==> src/frrs_pkg.sv <==
// Shared types and constants for the fault recovery retry sequencer.
package frrs_pkg;

    localparam int ATTEMPT_BITS = 8;
    localparam int DELAY_BITS   = 16;

    localparam int ACTION_BITS  = 3;
    localparam int MODE_BITS    = 3;

    // Packed port widths, rounded up to whole bytes.
    localparam int IN_DATA_BITS  = ((ATTEMPT_BITS + DELAY_BITS + 1 + 7) / 8) * 8;
    localparam int OUT_DATA_BITS = ((MODE_BITS + 4 + ATTEMPT_BITS + 7) / 8) * 8;

    typedef enum logic [ACTION_BITS-1:0] {
        ACT_PAUSE   = 3'd0,
        ACT_RETRACT = 3'd1,
        ACT_RETRY   = 3'd2,
        ACT_CANCEL  = 3'd3,
        ACT_ESTOP   = 3'd4,
        ACT_TICK    = 3'd5
    } action_t;

    typedef enum logic [MODE_BITS-1:0] {
        MODE_IDLE    = 3'd0,
        MODE_HOLDING = 3'd1,
        MODE_RETRACT = 3'd2,
        MODE_READY   = 3'd3,
        MODE_ESTOP   = 3'd4
    } mode_t;

    // One event beat as it sits in the input register.
    typedef struct packed {
        action_t                 action;
        logic [ATTEMPT_BITS-1:0] attempts;
        logic [DELAY_BITS-1:0]   delay_ticks;
        logic                    probe_ok;
    } item_t;

    // One status beat as it sits in the result register.
    typedef struct packed {
        mode_t                   mode;
        logic                    hold_active;
        logic                    retreat_done;
        logic                    retrying;
        logic                    attempt_fired;
        logic [ATTEMPT_BITS-1:0] attempt_number;
    } result_t;

endpackage

==> src/frrs_in_stage.sv <==
// Input register that captures one event beat from the slave side.
module frrs_in_stage (
    input  logic           clk,
    input  logic           rst_n,
    input  logic           in_valid,
    output logic           in_ready,
    input  frrs_pkg::item_t in_item,
    input  logic           advance,
    output logic           item_valid,
    output frrs_pkg::item_t item
);
    import frrs_pkg::*;

    logic  valid_reg;
    logic  valid_next;
    item_t item_reg;
    logic  load;

    // The register takes a new beat when empty or when its beat moves on.
    assign in_ready = !valid_reg || advance;
    assign load     = in_valid && in_ready;

    always_comb
    begin
        valid_next = valid_reg;
        if (load)
        begin
            valid_next = 1'b1;
        end
        else if (advance)
        begin
            valid_next = 1'b0;
        end
    end

    always_ff @(posedge clk or negedge rst_n)
    begin
        if (!rst_n)
        begin
            valid_reg <= 1'b0;
        end
        else
        begin
            valid_reg <= valid_next;
        end
    end

    // Payload needs no reset.
    always_ff @(posedge clk)
    begin
        if (load)
        begin
            item_reg <= in_item;
        end
    end

    assign item_valid = valid_reg;
    assign item       = item_reg;

endmodule

==> src/frrs_core.sv <==
// Supervisor state and the next-state logic for one event.
module frrs_core (
    input  logic              clk,
    input  logic              rst_n,
    input  logic              advance,
    input  frrs_pkg::item_t   item,
    output frrs_pkg::result_t result
);
    import frrs_pkg::*;

    mode_t                   mode_reg;
    mode_t                   mode_next;
    logic                    hold_reg;
    logic                    hold_next;
    logic                    retreat_reg;
    logic                    retreat_next;
    logic                    retry_reg;
    logic                    retry_next;
    logic [ATTEMPT_BITS-1:0] attempt_count_reg;
    logic [ATTEMPT_BITS-1:0] attempt_count_next;
    logic [ATTEMPT_BITS-1:0] attempt_limit_reg;
    logic [ATTEMPT_BITS-1:0] attempt_limit_next;
    logic [DELAY_BITS-1:0]   wait_count_reg;
    logic [DELAY_BITS-1:0]   wait_count_next;
    logic [DELAY_BITS-1:0]   wait_limit_reg;
    logic [DELAY_BITS-1:0]   wait_limit_next;
    logic [DELAY_BITS-1:0]   wait_inc;
    logic                    fired;

    assign wait_inc = wait_count_reg + {{(DELAY_BITS-1){1'b0}}, 1'b1};

    // Next state for the event in the input register.
    always_comb
    begin
        mode_next          = mode_reg;
        hold_next          = hold_reg;
        retreat_next       = retreat_reg;
        retry_next         = retry_reg;
        attempt_count_next = attempt_count_reg;
        attempt_limit_next = attempt_limit_reg;
        wait_count_next    = wait_count_reg;
        wait_limit_next    = wait_limit_reg;
        fired              = 1'b0;
        case (item.action)
            ACT_PAUSE:
            begin
                hold_next    = 1'b1;
                retreat_next = 1'b0;
                mode_next    = MODE_HOLDING;
            end
            ACT_RETRACT:
            begin
                hold_next    = 1'b0;
                retreat_next = 1'b1;
                mode_next    = MODE_RETRACT;
            end
            ACT_RETRY:
            begin
                attempt_limit_next = item.attempts;
                wait_limit_next    = (item.delay_ticks == '0)
                                   ? {{(DELAY_BITS-1){1'b0}}, 1'b1} : item.delay_ticks;
                wait_count_next    = '0;
                mode_next          = MODE_HOLDING;
                // Zero attempts fails at once.
                if (item.attempts == '0)
                begin
                    retry_next         = 1'b0;
                    attempt_count_next = '0;
                end
                else
                begin
                    retry_next         = 1'b1;
                    attempt_count_next = {{(ATTEMPT_BITS-1){1'b0}}, 1'b1};
                end
            end
            ACT_CANCEL:
            begin
                retry_next = 1'b0;
            end
            ACT_ESTOP:
            begin
                retry_next   = 1'b0;
                hold_next    = 1'b0;
                retreat_next = 1'b0;
                mode_next    = MODE_ESTOP;
            end
            ACT_TICK:
            begin
                if (retry_reg)
                begin
                    wait_count_next = wait_inc;
                    if (wait_inc >= wait_limit_reg)
                    begin
                        fired = 1'b1;
                        if (item.probe_ok)
                        begin
                            hold_next    = 1'b0;
                            retreat_next = 1'b1;
                            retry_next   = 1'b0;
                            mode_next    = MODE_READY;
                        end
                        else if (attempt_count_reg >= attempt_limit_reg)
                        begin
                            retry_next = 1'b0;
                            mode_next  = MODE_HOLDING;
                        end
                        else
                        begin
                            attempt_count_next = attempt_count_reg
                                               + {{(ATTEMPT_BITS-1){1'b0}}, 1'b1};
                            wait_count_next    = '0;
                        end
                    end
                end
            end
            default:
            begin
                // Unused action codes leave the state alone.
            end
        endcase
    end

    // State advances only when the event moves into the result register.
    always_ff @(posedge clk or negedge rst_n)
    begin
        if (!rst_n)
        begin
            mode_reg          <= MODE_IDLE;
            hold_reg          <= 1'b0;
            retreat_reg       <= 1'b0;
            retry_reg         <= 1'b0;
            attempt_count_reg <= '0;
            attempt_limit_reg <= '0;
            wait_count_reg    <= '0;
            wait_limit_reg    <= '0;
        end
        else if (advance)
        begin
            mode_reg          <= mode_next;
            hold_reg          <= hold_next;
            retreat_reg       <= retreat_next;
            retry_reg         <= retry_next;
            attempt_count_reg <= attempt_count_next;
            attempt_limit_reg <= attempt_limit_next;
            wait_count_reg    <= wait_count_next;
            wait_limit_reg    <= wait_limit_next;
        end
    end

    // The status beat reports the state after this event.
    always_comb
    begin
        result.mode           = mode_next;
        result.hold_active    = hold_next;
        result.retreat_done   = retreat_next;
        result.retrying       = retry_next;
        result.attempt_fired  = fired;
        result.attempt_number = attempt_count_next;
    end

endmodule

==> src/frrs_out_stage.sv <==
// Result register that holds one status beat for the master side.
module frrs_out_stage (
    input  logic              clk,
    input  logic              rst_n,
    input  logic              advance,
    input  frrs_pkg::result_t result_in,
    output logic              out_valid,
    input  logic              out_ready,
    output frrs_pkg::result_t result_out
);
    import frrs_pkg::*;

    logic    valid_reg;
    logic    valid_next;
    result_t result_reg;

    // A new beat replaces the old one as it leaves, or fills an empty register.
    always_comb
    begin
        valid_next = valid_reg;
        if (advance)
        begin
            valid_next = 1'b1;
        end
        else if (out_ready)
        begin
            valid_next = 1'b0;
        end
    end

    always_ff @(posedge clk or negedge rst_n)
    begin
        if (!rst_n)
        begin
            valid_reg <= 1'b0;
        end
        else
        begin
            valid_reg <= valid_next;
        end
    end

    always_ff @(posedge clk)
    begin
        if (advance)
        begin
            result_reg <= result_in;
        end
    end

    assign out_valid  = valid_reg;
    assign result_out = result_reg;

endmodule

==> src/fault_recovery_retry_sequencer.sv <==
// Top level of the fault recovery retry sequencer.
//
// Event beats enter on the s_axis channel: tuser carries the action code
// (pause, retract, start retry, cancel, estop, tick), tdata the retry
// parameters and the probe answer. Every event gives exactly one status
// beat on the m_axis channel with the mode, flags and attempt number.
// An event waits in the input register; the next-state logic
// between that register and the result register updates the supervisor
// state as the beat moves on into the result register. One event is
// accepted in every cycle while m_axis_tready stays high; the rate is set
// by the single pass through the input register, state update and result
// register. When the receiver stalls, the result register holds its beat
// and the input register keeps one more event, after which s_axis_tready
// drops until the stall clears. Reset empties both registers and returns
// the supervisor to idle with no retry, zero counts and both flags low.
module fault_recovery_retry_sequencer (
    input  logic        clk,
    input  logic        rst_n,
    input  logic        s_axis_tvalid,
    output logic        s_axis_tready,
    // attempts [7:0], delay_ticks [23:8], probe_ok [24], zero fill [31:25]
    input  logic [frrs_pkg::IN_DATA_BITS-1:0]  s_axis_tdata,
    // action [2:0]
    input  logic [frrs_pkg::ACTION_BITS-1:0]   s_axis_tuser,
    output logic        m_axis_tvalid,
    input  logic        m_axis_tready,
    // mode [2:0], hold_active [3], retreat_done [4], retrying [5],
    // attempt_fired [6], attempt_number [14:7], zero fill [15]
    output logic [frrs_pkg::OUT_DATA_BITS-1:0] m_axis_tdata
);
    import frrs_pkg::*;

    localparam int OUT_USED = MODE_BITS + 4 + ATTEMPT_BITS;

    item_t   in_item;
    item_t   item;
    logic    item_valid;
    logic    advance;
    result_t core_result;
    result_t out_result;

    // Unpack the input beat.
    assign in_item.action      = action_t'(s_axis_tuser);
    assign in_item.attempts    = s_axis_tdata[ATTEMPT_BITS-1:0];
    assign in_item.delay_ticks = s_axis_tdata[ATTEMPT_BITS +: DELAY_BITS];
    assign in_item.probe_ok    = s_axis_tdata[ATTEMPT_BITS + DELAY_BITS];

    // An event moves on when the result register is free or being emptied.
    assign advance = item_valid && (!m_axis_tvalid || m_axis_tready);

    frrs_in_stage u_in_stage (
        .clk        (clk),
        .rst_n      (rst_n),
        .in_valid   (s_axis_tvalid),
        .in_ready   (s_axis_tready),
        .in_item    (in_item),
        .advance    (advance),
        .item_valid (item_valid),
        .item       (item)
    );

    frrs_core u_core (
        .clk     (clk),
        .rst_n   (rst_n),
        .advance (advance),
        .item    (item),
        .result  (core_result)
    );

    frrs_out_stage u_out_stage (
        .clk        (clk),
        .rst_n      (rst_n),
        .advance    (advance),
        .result_in  (core_result),
        .out_valid  (m_axis_tvalid),
        .out_ready  (m_axis_tready),
        .result_out (out_result)
    );

    // Pack the output beat.
    assign m_axis_tdata = {{(OUT_DATA_BITS-OUT_USED){1'b0}},
                           out_result.attempt_number,
                           out_result.attempt_fired,
                           out_result.retrying,
                           out_result.retreat_done,
                           out_result.hold_active,
                           out_result.mode};

    // A running retry always has a nonzero attempt number.
    assert property (@(posedge clk) disable iff (!rst_n)
        m_axis_tvalid && out_result.retrying |-> out_result.attempt_number != '0)
        else $error("retry active with attempt number zero");

    // The estop mode leaves no flag and no retry behind.
    assert property (@(posedge clk) disable iff (!rst_n)
        m_axis_tvalid && out_result.mode == MODE_ESTOP
        |-> !out_result.hold_active && !out_result.retreat_done && !out_result.retrying)
        else $error("estop mode with flags or retry still set");

    // A fired attempt always ends or continues a retry, never leaves estop or idle.
    assert property (@(posedge clk) disable iff (!rst_n)
        m_axis_tvalid && out_result.attempt_fired
        |-> out_result.mode != MODE_ESTOP && out_result.mode != MODE_IDLE)
        else $error("attempt fired in estop or idle mode");

    // A beat moving on always lands in the result register.
    assert property (@(posedge clk) disable iff (!rst_n)
        advance |=> m_axis_tvalid)
        else $error("status beat lost after advancing");

    // An accepted event beat sits in the input register in the next cycle.
    assert property (@(posedge clk) disable iff (!rst_n)
        s_axis_tvalid && s_axis_tready |=> item_valid)
        else $error("accepted event beat not held");

endmodule
==> config.mk <==
export PLATFORM = sky130hd
export DESIGN_NAME = fault_recovery_retry_sequencer
export DESIGN_NICKNAME = d
export VERILOG_FILES = /design/src/frrs_pkg.sv /design/src/frrs_in_stage.sv /design/src/frrs_core.sv /design/src/frrs_out_stage.sv /design/src/fault_recovery_retry_sequencer.sv
export SDC_FILE = /design/constraint.sdc
export NUM_CORES = 1
export LEC_CHECK = 0
export BUFFER_PORTS_ARGS = -buffer_cell sky130_fd_sc_hd__buf_2
export CAP_MARGIN = 20
export CORE_UTILIZATION = 30
export DETAILED_ROUTE_END_ITERATION = 12
export HOLD_SLACK_MARGIN = 0.06
export SLEW_MARGIN = 20
export SYNTH_ARGS = -nofsm -noshare
export SYNTH_HDL_FRONTEND = slang
export SYNTH_SLANG_ARGS = --single-unit
==> constraint.sdc <==
create_clock -name clk -period 4.7 [get_ports clk]
set_input_delay 0.47 -clock clk [delete_from_list [all_inputs] [get_ports clk]]
set_output_delay 0.47 -clock clk [all_outputs]
set_load 0.05 [all_outputs]
==> impl_results.md <==
* Status: completed
* RSZ-0062 raised after global routing: no
* Mapped Nets at 483
* Fmax achieved at 240 MHz
* Area Overhead vs Synth at 15.9%
* Top post-synthesis cells by area: dfrtp_1, edfxtp_1, ha_1, mux2_2, nand2_1
* CP Capture Type: flip-flop
* Synth top cells by count: dfrtp_1, edfxtp_1, nand2_1
* Netlist Area Pre-Place at slightly below 0.005 mm^2
* Width of the die at 130 um
* CTS tree: done
* CTS Hold Bufs at 0
* Met3 global-route usage at 0.0299
* Resized Gates After CTS at 0
* Reg2reg end: u_out_stage.result_out[14]
* Pins Over Slew Limit at 0
* TNS Setup at 0 ns
* Total power at between 2 and 2.5 mW
* # clock sinks at 99
* Htree depth at 3
* Num ports at 57
* Post-synth cell types at between 50 and 60
* Later-pin clock latency in the skew report at between 0.3 and 0.4 ns
* Critical R2R Launch: u_core.wait_count_reg[2]
* Crit Path Class: flip-flop to flip-flop
* All-Layer GR Usage at 0.129
* Endpoints failing hold at 0
* Nets at 529
* Largest register FFs at 28
* Register area share after synthesis at 0.549
* Clock slew at reported path FFs at ~0.07 ns
* Crit path time final at slightly above 4 ns
* Register area at ~0.0027 mm^2
* Die H at ~130 um
* First-pass GRT wire length at approximately 17000 um
* GR Overflow Total at 0
* Fin Clk Skew at roughly 0.0093 ns
* Startpoint class of the critical path: flip-flop
* WL per Instance at between 10 and 15 um
* IR drop worst, VDD at roughly 0.00026 V
* LEAKAGE at around 2.4 nW
* Worst slew margin at 0.396
* EDFF count, synth at 43
* Vias in the first global route at approximately 3300
* Design Area, Final at approximately 0.0057 mm^2
* #FFs+latches synth at a little under 100
* GR Layer Usage met1 at 0.170
* Cts bufs inserted at 9
* Final Cycle Share at 0.885
* Initial Util at 0.308
* Flop-to-flop setup slack at around 0.54 ns
* Setup Fix Bufs, Post-CTS at 0
* FF-to-FF path depth at 12
* Vias/cell at 4.92
* Max-Cap Viols at 0
* Post-Syn Instances at between 400 and 500
* Port bufs at 48
* Worst Tran Pin Value at roughly 0.9 ns
* DRC Markers at 0
* HP Class: input port to async pin
* Main synth FF type: dfrtp_1
* Initial antenna violation count at 0
* Share of layout cells above drive strength 1 at 0.212
* Synth area leader: dfrtp_1
* DIE AREA at 0.0169 mm^2
* Mean Syn Cell Area at roughly 12 um^2
* Power Dens Cells at 407 mW/mm^2
* Multi-input gate area at ~0.0020 mm^2
* Finish-stage setup viols at 0
* Drt pass-1 iters at 4
* Largest net degree at the start of global routing at 57
* YS warnings at 0
* Routed vias at ~3400
* Final ANT Viol Nets at 0
* # rows at 46
* Worst Path Max Fanout at 12
* Post-DP Area at between 0.005 and 0.006 mm^2
* Area share of the largest cell type after synthesis at 0.286
* Worst Path Arrival at ~4.3 ns
* Placer Congestion at slightly above 0.8
* Drt first-iter violations at between 200 and 250
* Met2 Resource Use GR at 0.199
* DRT Wirelength at ~10000 um
* Max clock buf depth at 2
* Clock root cell: clkbuf_16
* Core ar. at ~0.016 mm^2
* Critical Path RT at approximately 4.8 ns
* Diodes inserted at 0
* Global routing's busiest layer: met2
* Fillers at roughly 1600
* Ys async rst share at 0.566
* Post-DP HPWL at 7110 um
* Most common cell in the synthesized netlist: dfrtp_1
[cells in the final DEF, fill, tap and decap left out, types with 5 or more instances in the layout]
master and n:
nand4_1 5, a21o_1 6, xor2_1 6, a21oi_1 14, buf_2 48, mux2i_1 6
dfrtp_1 56, nand2b_1 5, nor2_1 14, a31oi_1 12, ha_1 27, nand2_1 33
and3_1 8, clkbuf_16 9, xnor2_1 8, inv_1 30, a32o_1 11, nand3_1 12
mux2_2 24, o21ai_0 11, edfxtp_1 43, nor4_1 5, nor3_1 7, buf_4 5
[critical path, cell delays in order (launching register included)]
cell and delay [ns]:
dfrtp_1 0.45, and3_1 0.20, and3_1 0.25, and4_1 0.33, nand4_1 0.14, xnor2_1 0.17, ha_1 0.32, nand4_2 0.14
or4_1 0.56, o32ai_2 0.34, or2_1 0.43, a311oi_1 0.19, or3_1 0.39
[through the flow]
stage | std cells | utilization | worst slack, ns | hold slack [ns]
floorplan | 417 | - | 1.18 | 0.174
global placement | 667 | 0.337 | 0.633 | 0.470
detailed placement | 668 | 0.337 | 0.593 | 0.491
CTS | 684 | 0.357 | 0.526 | 0.268
global route | 684 | 0.357 | 0.288 | 0.270
finish | 684 | 0.357 | 0.541 | 0.259
[worst max path at each step]
stage	start	end	slack, ns	cells past startpoint
finish	u_core.wait_count_reg[2]	u_out_stage.result_out[14]	0.54	12
global route	u_core.wait_count_reg[2]	u_out_stage.result_out[14]	0.29	12
CTS	u_core.wait_count_reg[2]	u_out_stage.result_out[14]	0.53	12
detailed placement	u_core.wait_count_reg[2]	u_out_stage.result_out[14]	0.59	12
global placement	u_core.wait_count_reg[2]	u_out_stage.result_out[14]	0.63	12
floorplan	u_core.wait_count_reg[2]	u_out_stage.result_out[13]	1.18	13
[power breakdown]
group	switching, mW	total, mW	internal, mW
Clock	0.325	0.768	0.443
Combinational	0.252	0.432	0.180
Sequential	0.0838	1.11	1.03
[cell families (layout without fill, tap and decap cells)]
kind of cell	count (synthesis)	count (layout)	share of synthesized area
simple gates	109	109	0.116
flops	99	99	0.549
other cells	1	1	0.000764
compound gates	88	88	0.133
xor+xnor	14	14	0.0250
fa+ha+maj	27	27	0.0688
buf+inv	49	100	0.0410
mux	30	30	0.0673
[layer usage]
metal | routed length, um | part of all wire
met1 | 4670 | 0.47
met2 | 4670 | 0.47
met3 | 480 | 0.048
met4 | 178 | 0.018
met5 | 0 | 0
[area by class of cell]
| class | instances | area share |
|---|---|---|
| Clock buffer | 11 | 0.0444 |
| Clock inverter | 5 | 0.0103 |
| Inverter | 30 | 0.0198 |
| Multi-Input combinational cell | 269 | 0.354 |
| Sequential cell | 99 | 0.473 |
| Tap cell | 216 | 0.0475 |
| Timing Repair Buffer | 54 | 0.0508 |
Note: power is estimated with default switching activity, not from simulation.
